===== config.mk =====
export PLATFORM = sky130hd
export DESIGN_NAME = bounded_undo_redo_history_top
export DESIGN_NICKNAME = d
export VERILOG_FILES = /design/src/bur_pkg.sv /design/src/bur_ram.sv /design/src/bounded_undo_redo_history_top.sv
export SDC_FILE = /design/constraint.sdc
export NUM_CORES = 2
export LEC_CHECK = 0
export BUFFER_PORTS_ARGS = -buffer_cell sky130_fd_sc_hd__buf_2
export CORE_MARGIN = 1
export CORE_UTILIZATION = 30
export DETAILED_ROUTE_END_ITERATION = 7
export PLACE_DENSITY = 0.53
export SLEW_MARGIN = 5
export SYNTH_ARGS = -nofsm -noshare
export SYNTH_HDL_FRONTEND = slang
export SYNTH_SLANG_ARGS = --single-unit

===== constraint.sdc =====
create_clock -name clk -period 10.06 [get_ports clk]
set_input_delay 0.503 -clock clk [delete_from_list [all_inputs] [get_ports clk]]
set_output_delay 0.503 -clock clk [all_outputs]
set_load 0.01 [all_outputs]

===== src/bur_pkg.sv =====
// types and constants shared by the undo/redo history block
package bur_pkg;

    typedef enum logic [1:0] {
        OP_PUSH  = 2'd0,
        OP_UNDO  = 2'd1,
        OP_REDO  = 2'd2,
        OP_CLEAR = 2'd3
    } op_t;

    localparam logic [1:0] STAT_OK      = 2'd0;
    localparam logic [1:0] STAT_NO_UNDO = 2'd1;
    localparam logic [1:0] STAT_NO_REDO = 2'd2;

    typedef enum logic {
        ST_IDLE,
        ST_READ
    } state_t;

    typedef struct packed {
        logic [1:0]  operation;
        logic [31:0] before_recipe;
        logic [31:0] after_recipe;
    } req_item_t;

    typedef struct packed {
        logic [1:0]  status;
        logic [31:0] recipe_out;
        logic        undo_possible;
        logic        redo_possible;
        logic [6:0]  entries_held;
        logic [6:0]  cursor_position;
    } rsp_item_t;

endpackage


===== src/bur_ram.sv =====
// generic single-port-write, single-port-read ram with registered read
module bur_ram #(
    parameter int WIDTH = 64,
    parameter int DEPTH = 64
) (
    input  logic                     clk,
    input  logic                     wr_en,
    input  logic [$clog2(DEPTH)-1:0] wr_addr,
    input  logic [WIDTH-1:0]         wr_data,
    input  logic                     rd_en,
    input  logic [$clog2(DEPTH)-1:0] rd_addr,
    output logic [WIDTH-1:0]         rd_data
);

    logic [WIDTH-1:0] mem [DEPTH];

    always_ff @(posedge clk)
    begin
        if (wr_en)
        begin
            mem[wr_addr] <= wr_data;
        end
        if (rd_en)
        begin
            rd_data <= mem[rd_addr];
        end
    end

endmodule


===== src/bounded_undo_redo_history_top.sv =====
// bounded undo/redo history: ring of before/after entries with a cursor
//
//  channel | valid     | stall     | payload
//  --------+-----------+-----------+------------------------------
//  request | req_valid | req_stall | req (operation, before, after)
//  result  | rsp_valid | rsp_stall | rsp (status, recipe, counts)
//
// push, clear and refused undo/redo: the result beat is registered at the
// accept edge. a good undo or redo first does the synchronous read of the
// entry ram, then loads the result register from the read state once it is free.
// a request is taken only in idle and when the result register frees up.
// reset clears the state, pointers, counts and result valid; the ram keeps no reset.
module bounded_undo_redo_history_top
    import bur_pkg::*;
#(
    parameter int DEPTH       = 64,
    parameter int RECIPE_BITS = 32
) (
    input  logic      clk,
    input  logic      rst_n,
    input  logic      req_valid,
    output logic      req_stall,
    input  req_item_t req,
    output logic      rsp_valid,
    input  logic      rsp_stall,
    output rsp_item_t rsp
);

    localparam int SW = $clog2(DEPTH);
    localparam int CW = $clog2(DEPTH + 1);
    localparam int RB = RECIPE_BITS;

    state_t          state_reg, state_next;
    logic [SW-1:0]   oldest_reg, oldest_next;
    logic [CW-1:0]   count_reg, count_next;
    logic [CW-1:0]   applied_reg, applied_next;
    logic            rsp_valid_reg;
    rsp_item_t       rsp_reg;
    rsp_item_t       pend_reg, pend_next;
    rsp_item_t       read_rsp;
    logic            redo_reg;

    logic            accept;
    logic            out_free;
    logic            load_direct;
    logic            load_read;
    logic            need_read;
    op_t             op;

    logic [CW-1:0]   offset;
    logic [CW:0]     ring_sum;
    logic [SW-1:0]   slot;
    logic [SW-1:0]   oldest_inc;

    logic            wr_en;
    logic            rd_en;
    logic [2*RB-1:0] wr_word;
    logic [2*RB-1:0] rd_word;
    logic [RB+31:0]  before_ext;
    logic [RB+31:0]  after_ext;
    logic [RB+31:0]  recipe_ext;
    logic [CW+6:0]   count_ext;
    logic [CW+6:0]   applied_ext;
    logic [1:0]      status;

    assign op       = op_t'(req.operation);
    assign out_free = !rsp_valid_reg || !rsp_stall;
    assign accept   = req_valid && !req_stall;

    // ring slot of oldest + offset, sum stays below twice the depth
    always_comb
    begin
        offset = applied_reg;
        if (op == OP_UNDO)
        begin
            offset = applied_reg - CW'(1);
        end
        else if (op == OP_PUSH && applied_reg == CW'(DEPTH))
        begin
            offset = '0;
        end
        ring_sum = (CW + 1)'(oldest_reg) + (CW + 1)'(offset);
        if (ring_sum >= (CW + 1)'(DEPTH))
        begin
            ring_sum = ring_sum - (CW + 1)'(DEPTH);
        end
        slot = ring_sum[SW-1:0];
    end

    assign oldest_inc = (oldest_reg == SW'(DEPTH - 1)) ? '0 : oldest_reg + SW'(1);

    // pointer update and result fields for the accepted beat
    always_comb
    begin
        oldest_next  = oldest_reg;
        count_next   = count_reg;
        applied_next = applied_reg;
        status       = STAT_OK;
        need_read    = 1'b0;
        wr_en        = 1'b0;
        case (op)
            OP_PUSH:
            begin
                wr_en = 1'b1;
                if (applied_reg < CW'(DEPTH))
                begin
                    count_next   = applied_reg + CW'(1);
                    applied_next = applied_reg + CW'(1);
                end
                else
                begin
                    oldest_next  = oldest_inc;
                    count_next   = CW'(DEPTH);
                    applied_next = CW'(DEPTH);
                end
            end
            OP_UNDO:
            begin
                if (applied_reg == '0)
                begin
                    status = STAT_NO_UNDO;
                end
                else
                begin
                    need_read    = 1'b1;
                    applied_next = applied_reg - CW'(1);
                end
            end
            OP_REDO:
            begin
                if (applied_reg >= count_reg)
                begin
                    status = STAT_NO_REDO;
                end
                else
                begin
                    need_read    = 1'b1;
                    applied_next = applied_reg + CW'(1);
                end
            end
            default:
            begin
                oldest_next  = '0;
                count_next   = '0;
                applied_next = '0;
            end
        endcase

        count_ext   = (CW + 7)'(count_next);
        applied_ext = (CW + 7)'(applied_next);

        pend_next.status          = status;
        pend_next.recipe_out      = '0;
        pend_next.undo_possible   = (applied_next != '0);
        pend_next.redo_possible   = (applied_next < count_next);
        pend_next.entries_held    = count_ext[6:0];
        pend_next.cursor_position = applied_ext[6:0];
    end

    assign before_ext = (RB + 32)'(req.before_recipe);
    assign after_ext  = (RB + 32)'(req.after_recipe);
    assign wr_word    = {before_ext[RB-1:0], after_ext[RB-1:0]};
    assign rd_en      = accept && need_read;

    // entry layout: before word high, after word low
    bur_ram #(
        .WIDTH (2 * RB),
        .DEPTH (DEPTH)
    ) u_entry_ram (
        .clk     (clk),
        .wr_en   (accept && wr_en),
        .wr_addr (slot),
        .wr_data (wr_word),
        .rd_en   (rd_en),
        .rd_addr (slot),
        .rd_data (rd_word)
    );

    assign recipe_ext = redo_reg ? (RB + 32)'(rd_word[RB-1:0])
                                 : (RB + 32)'(rd_word[2*RB-1:RB]);

    always_comb
    begin
        read_rsp            = pend_reg;
        read_rsp.recipe_out = recipe_ext[31:0];
    end

    // next state
    always_comb
    begin
        state_next = state_reg;
        case (state_reg)
            ST_IDLE:
            begin
                if (accept && need_read)
                begin
                    state_next = ST_READ;
                end
            end
            ST_READ:
            begin
                if (out_free)
                begin
                    state_next = ST_IDLE;
                end
            end
            default:
            begin
                state_next = ST_IDLE;
            end
        endcase
    end

    // fsm outputs
    always_comb
    begin
        req_stall   = 1'b1;
        load_direct = 1'b0;
        load_read   = 1'b0;
        case (state_reg)
            ST_IDLE:
            begin
                req_stall   = !out_free;
                load_direct = accept && !need_read;
            end
            ST_READ:
            begin
                load_read = out_free;
            end
            default:
            begin
                req_stall = 1'b1;
            end
        endcase
    end

    always_ff @(posedge clk or negedge rst_n)
    begin
        if (!rst_n)
        begin
            state_reg     <= ST_IDLE;
            oldest_reg    <= '0;
            count_reg     <= '0;
            applied_reg   <= '0;
            rsp_valid_reg <= 1'b0;
        end
        else
        begin
            state_reg <= state_next;
            if (accept)
            begin
                oldest_reg  <= oldest_next;
                count_reg   <= count_next;
                applied_reg <= applied_next;
            end
            if (load_direct || load_read)
            begin
                rsp_valid_reg <= 1'b1;
            end
            else if (!rsp_stall)
            begin
                rsp_valid_reg <= 1'b0;
            end
        end
    end

    always_ff @(posedge clk)
    begin
        if (rd_en)
        begin
            pend_reg <= pend_next;
            redo_reg <= (op == OP_REDO);
        end
        if (load_direct)
        begin
            rsp_reg <= pend_next;
        end
        else if (load_read)
        begin
            rsp_reg <= read_rsp;
        end
    end

    assign rsp_valid = rsp_valid_reg;
    assign rsp       = rsp_reg;

endmodule

== Word level (Yosys, flattened, before mapping) ==
Memory sizes are Yosys's and may differ from the RTL's. A register that Yosys moved wholly into a read port is not among the register bits.
Index checks and enable logic that the tools add are counted.

* Register bits after elaboration: 91
* Input bits: 70
* Memories kept: 1
* RAM bits: 4096

{| class="wikitable"
|+ Memory list
! memory !! depth !! width !! read ports !! clocked after Yosys merged registers in !! wr ports !! RTL line !! source
|-
| u_entry_ram.mem || 64 || 64 || 1 || 1 || 1 || bur_ram.sv:15 || <nowiki>logic [WIDTH-1:0] mem [DEPTH];</nowiki>
|}

* Muxes and demuxes: 31
* Equal/unequal tests: 6
* Bitwise gates (word level): 2
* Reduce and logical (&&, ||, !) cells: 18
* Order comparisons: 4
* $add $sub $neg: 5

{| class="wikitable"
|+ Operator list
! cell !! number
|-
| $mux 50 || 2
|-
| $mux 7 || 5
|-
| $mux 32 || 1
|-
| $pmux 7 s3 || 1
|-
| $mux 6 || 3
|-
| $pmux 7 s2 || 1
|-
| $mux 1 || 13
|-
| $pmux 6 s2 || 1
|-
| $add 6x7->8 || 1
|-
| $ge 8x7->1 const B || 1
|-
| $add 7x1->7 const B || 1
|-
| $eq 7x7->1 const B || 1
|-
| $ge 7x7->1 || 1
|-
| $logic_not 7->1 || 1
|-
| $lt 7x7->1 || 1
|-
| $lt 7x7->1 const B || 1
|-
| $reduce_bool 7->1 || 1
|-
| $sub 7x1->7 const B || 1
|-
| $add 6x1->6 const B || 1
|-
| $eq 6x6->1 const B || 1
|-
| $sub 6x1->6 const B || 1
|-
| $logic_and 1x1->1 || 5
|-
| $logic_not 1->1 || 5
|-
| $pmux 1 s2 || 2
|-
| other kinds (12) || 14
|}

== Depth between registers and ports, before layout ==
* Word-level depth: 10
* Gate-level depth with buffers: 21
* Depth with buffers taken out: 14

== Hierarchy ==
Synthesis repeated with hierarchy kept, for this count alone.

* Cells, all modules: 7105
* Area, all modules: 162069.2 µm²

{| class="wikitable"
|+ By module, submodules not included
! module !! area each (µm²) !! cells each !! times used
|-
| bur_ram || 156989.3 || 6598 || 1
|-
| bounded_undo_redo_history_top || 5079.9 || 507 || 1
|}

== Worst setup path before layout ==
OpenSTA, ideal clock, no wires.

* Kind: reg-to-reg
* Start: reg applied_reg[5]
* End: mem u_entry_ram.mem[17][0] (enable)
* Arrival time: 7.173 ns
* Setup time: 0.487 ns
* Cell stages (with the launch flop): 18
* Period minus slack after synthesis: 7.660 ns
* Required time: 9.573 ns
* Setup slack: 2.400 ns
* Path through: dfrtp_1 > clkbuf_1 > or4_1 > o211ai_1 > o21ai_0 > ha_1 > fa_1 > buf_2 > nand2b_1 > clkbuf_1 > nor2_1 > clkbuf_1 > buf_2 > buf_1 > clkbuf_1 > buf_1 > nand2_1 > nor2_1

* Cells in the longest elaborated chain, start to end: 7
* Elaborated cells on any way between the ends: 9
* Those cells by class: add/sub: 3; order compare: 1; eq/ne: 1; mux: 3; reduce/logical: 1

{| class="wikitable"
|+ RTL lines
! element !! RTL line !! source
|-
| start: declaration || bounded_undo_redo_history_top.sv:36 || <nowiki>logic [CW-1:0] applied_reg, applied_next;</nowiki>
|-
| start signal: assignment || bounded_undo_redo_history_top.sv:254 || <nowiki>applied_reg <= applied_next;</nowiki>
|-
| branches (longest 3 deep; another with $sub 7x1->7) || n/a ||
|-
| $mux 7 * || bounded_undo_redo_history_top.sv:74 || <nowiki>if (op == OP_UNDO)</nowiki>
|-
| $add 6x7->8 * || bounded_undo_redo_history_top.sv:82 || <nowiki>ring_sum = (CW + 1)'(oldest_reg) + (CW + 1)'(offset);</nowiki>
|-
| $ge 8x7->1 / $sub 6x1->6 (equally long branches) || bounded_undo_redo_history_top.sv:83, bounded_undo_redo_history_top.sv:85 ||
|-
| $mux 6 * || bounded_undo_redo_history_top.sv:83 || <nowiki>if (ring_sum >= (CW + 1)'(DEPTH))</nowiki>
|-
| end: declaration || bur_ram.sv:15 ||
|}

Every way passes the cells marked *.

== Worst setup path in the final report ==
* Start: reg applied_reg[3]
* End: mem u_entry_ram.mem[49][46] (enable)

Same word-level chain as after synthesis.

==> flow_summary.toml <==
[timing]
period_needed_ps = 6860
worstMarginPinSlew_ps = 1410
slew_headroom_pct = 5.80
holdWs_ps = 80.2
final_hold_viol_count = 0
fmaxAchievable_ghz = 0.146
drv_slew = 0
rsz0062_at_grt = "false"
setup_viol = 0
finalWorstSetupSlack_ps = 3200
fin_tns_setup_ps = 0
skew_ps = 93.5
fin_crit_sh_pct = 68.2

[placed_design]
numPortBuffers = 121
dp_slack_ps = 3370
dpl.hpwl_um = 309000
gp_congestion = 0.811

[clock_tree]
cts_tree = "done"
htree_levels = 5
numCtsBuffers = 428
clock-sinks = 4251
path_clk_slew_ps = 60
cts_resized = 0
worstSkewPairLatency_ps = 1040
clockRootBuffer = "clkbuf_16"
cts_buffer_depth = 4

[logic_synthesis]
syn-cell-area_mm2 = 0.159
synth-seq-area-share_pct = 80.0
synth_cells = 9184
synthArstFlopShare_pct = 0.518
synth.net_count = 9282
yosys_most_used_dff = "edfxtp_1"
synth_seq_cells = 4251
ys_types = 76
synth_edf_count = 4197
yosys_warnings = 0
syn-mean-instance-area_um2 = 17.3

[power]
internal-power_mw = 36.4
power_frac_clock_pct = 25.2
p_seq_share_pct = 32.7
sw_frac_of_total_pct = 41.6
ir_drop_v = 0.000612
power.density_mw_per_mm2 = 340
netSwitchingPower_mw = 25.9
power_mw = 62.3
combPwrFrac_pct = 42.1
leakagePower_nw = 56.5

[setup_path]
slowest_delay_ps = 1070
worstPathCellList = "or4_1 > o211ai_1 > o21ai_0 > ha_4 > fa_4 > a21o_1 > a21oi_1 > xnor2_2 > buf_4 > nand4_1 > buf_4 > nor2_4 > buf_4"
cp.arrival_ps = 7460
start_kind = "flop"
worstPathRequired_ps = 10660
cp_max_fo = 24
crit_slowest_cell = "nor2_4"
endpoint_kind = "flop"
r2r_cells = 13
critPathMostFrequentCell = "buf_4"
critPathKind = "reg2reg"
r2r_setup_slack_ps = 3200

[route]
drt_first_pass_iters = 8
via_per_inst = 5.79
totalWireLength_um = 592000
antenna_left = 0
avgRoutedWirePerCell_um = 35.2
drc = 5
drt_iter0_drc = 15086
vias = 97299

[job]
drv_cap = 0

[final_layout]
largest_register_ffs = 4096
drive_gt1_share_pct = 13.3
fin_util_pct = 34.7
area.growth.synth_to_final_pct = 15.4
fin_nets = 9531

[grt]
antenna_found_initial = 80
grt_max_degree = 116
gr-total-overflow = 0
grt_util_all_layers_pct = 21.4
grt_pass1_vias = 92577
grt_pass1_wl_um = 793000

[worst_hold_path]
hold_class = "in2async"

[floorplan]
core_mm2 = 0.528
die_w_um = 730
rows = 267
die_h_um = 730
initial_core_util_pct = 30.1
die-area_mm2 = 0.533
io_pins = 122

[outcome]
violations = "design-rule violations"
run_status = "finished with violations"
==> metal layers <==
metal / track usage [%] / part of all wire, % / up-vias
li1: - / - / 38142
met1: 29.1 / 39 / 51208
met2: 33.8 / 45 / 6692
met3: 4.69 / 11 / 1215
met4: 7.46 / 4.0 / 42
met5: 0.0363 / 0.045 / -
==> cells by family (layout without fill, tap and decap cells) <==
kind of cell,after synthesis,in the layout,share of synthesized area (%)
multiplexers,371,371,3.23
other,0,27,0
AO/OA/AOI/OAI,2376,2376,10.7
flip-flops,4251,4251,80.0
AND/OR/NAND/NOR,1500,1500,4.17
XOR/XNOR,14,14,0.0771
buffers and inverters,644,1248,1.56
adder cells (fa/ha/maj),28,28,0.225
==> critical path: cells and delay by family (launching register included) <==
family                   cells  cell delay [ps]
flip-flops                   1              580
adder cells (fa/ha/maj)      2              780
AO/OA/AOI/OAI                4             1160
XOR/XNOR                     1              190
AND/OR/NAND/NOR              3             2050
buffers and inverters        3             1640
==> through the flow <==
step / instance area [um2] / cells
floorplan: 159000 / 9184
global placement: 170000 / 15995
detailed placement: 170000 / 15995
CTS: 183000 / 16782
global route: 183000 / 16789
finish: 183000 / 16809
==> synthesized netlist by cell type, types with 82 or more instances <==
library cell / instances / share of area, %
a22oi_1: 935 / 4.4
a221oi_1: 167 / 0.92
a31oi_1: 177 / 0.70
nand3_1: 169 / 0.53
nand2_1: 768 / 1.8
o21ai_0: 155 / 0.49
buf_1: 166 / 0.39
edfxtp_1: 4197 / 79
nor2_1: 274 / 0.65
mux4_2: 108 / 1.5
a21oi_1: 425 / 1.3
clkbuf_1: 404 / 0.95
nand4_1: 82 / 0.32
mux2i_1: 211 / 1.3
==> cells in the final DEF (no fill, tap or decap), types with 61 or more instances in the layout <==
cell type,netlist,final
a21oi_1,425,424
a221oi_1,167,167
a222oi_1,70,70
a22o_1,61,61
a22oi_1,935,935
a31oi_1,177,177
and3_1,70,70
buf_2,48,120
buf_4,2,268
clkbuf_1,404,108
clkbuf_16,0,435
clkinv_1,1,101
clkinv_2,0,66
edfxtp_1,4197,4197
mux2i_1,211,211
mux4_2,108,108
nand2_1,768,764
nand3_1,169,169
nand4_1,82,82
nor2_1,274,192
nor2_4,0,79
o21ai_0,155,155
==> worst paths after layout <==
kind,start,to
setup / recovery,applied_reg[3]$_DFFE_PN0P_,u_entry_ram.mem[49][46]$_DFFE_PP_
min in group clk,req[24],u_entry_ram.mem[43][24]$_DFFE_PP_
max in group asynchronous,rst_n,oldest_reg[5]$_DFFE_PN0P_
hold / removal,rst_n,rsp_valid$_DFFE_PN0P_
hold reg to reg,rsp[18]$_SDFFE_PP0P_,rsp[18]$_SDFFE_PP0P_
setup reg to reg,applied_reg[3]$_DFFE_PN0P_,u_entry_ram.mem[49][46]$_DFFE_PP_
==> power by group through the flow <==
stage          logic, mW  clock network, mW  registers [mW]
4_1_cts             25.9               15.9            20.3
2_1_floorplan       14.1                  0            20.7
3_3_place_gp        25.7                  0            20.7
6_report            26.2               15.7            20.3
5_1_grt             27.2               16.5            20.4
3_5_place_dp        25.8                  0            20.7
==> final cells by class <==
cell class | count | area, um2
Antenna cell | 27 | 67.6
Clock buffer | 548 | 11400
Clock inverter | 237 | 2290
Fill cell | 49449 | 345000
Inverter | 24 | 95.1
Multi-Input combinational cell | 4289 | 30100
Sequential cell | 4251 | 127000
Tap cell | 6994 | 8750
Timing Repair Buffer | 439 | 3610
==> what timing repair did <==
action | in CTS | in global routing
setup endpoints to repair | 0 | 0
hold buffers | 2 | 0
setup buffers | 0 | 0
endpoints found under the hold margin | 24 | 0
Power figures use the tool's default switching activity.
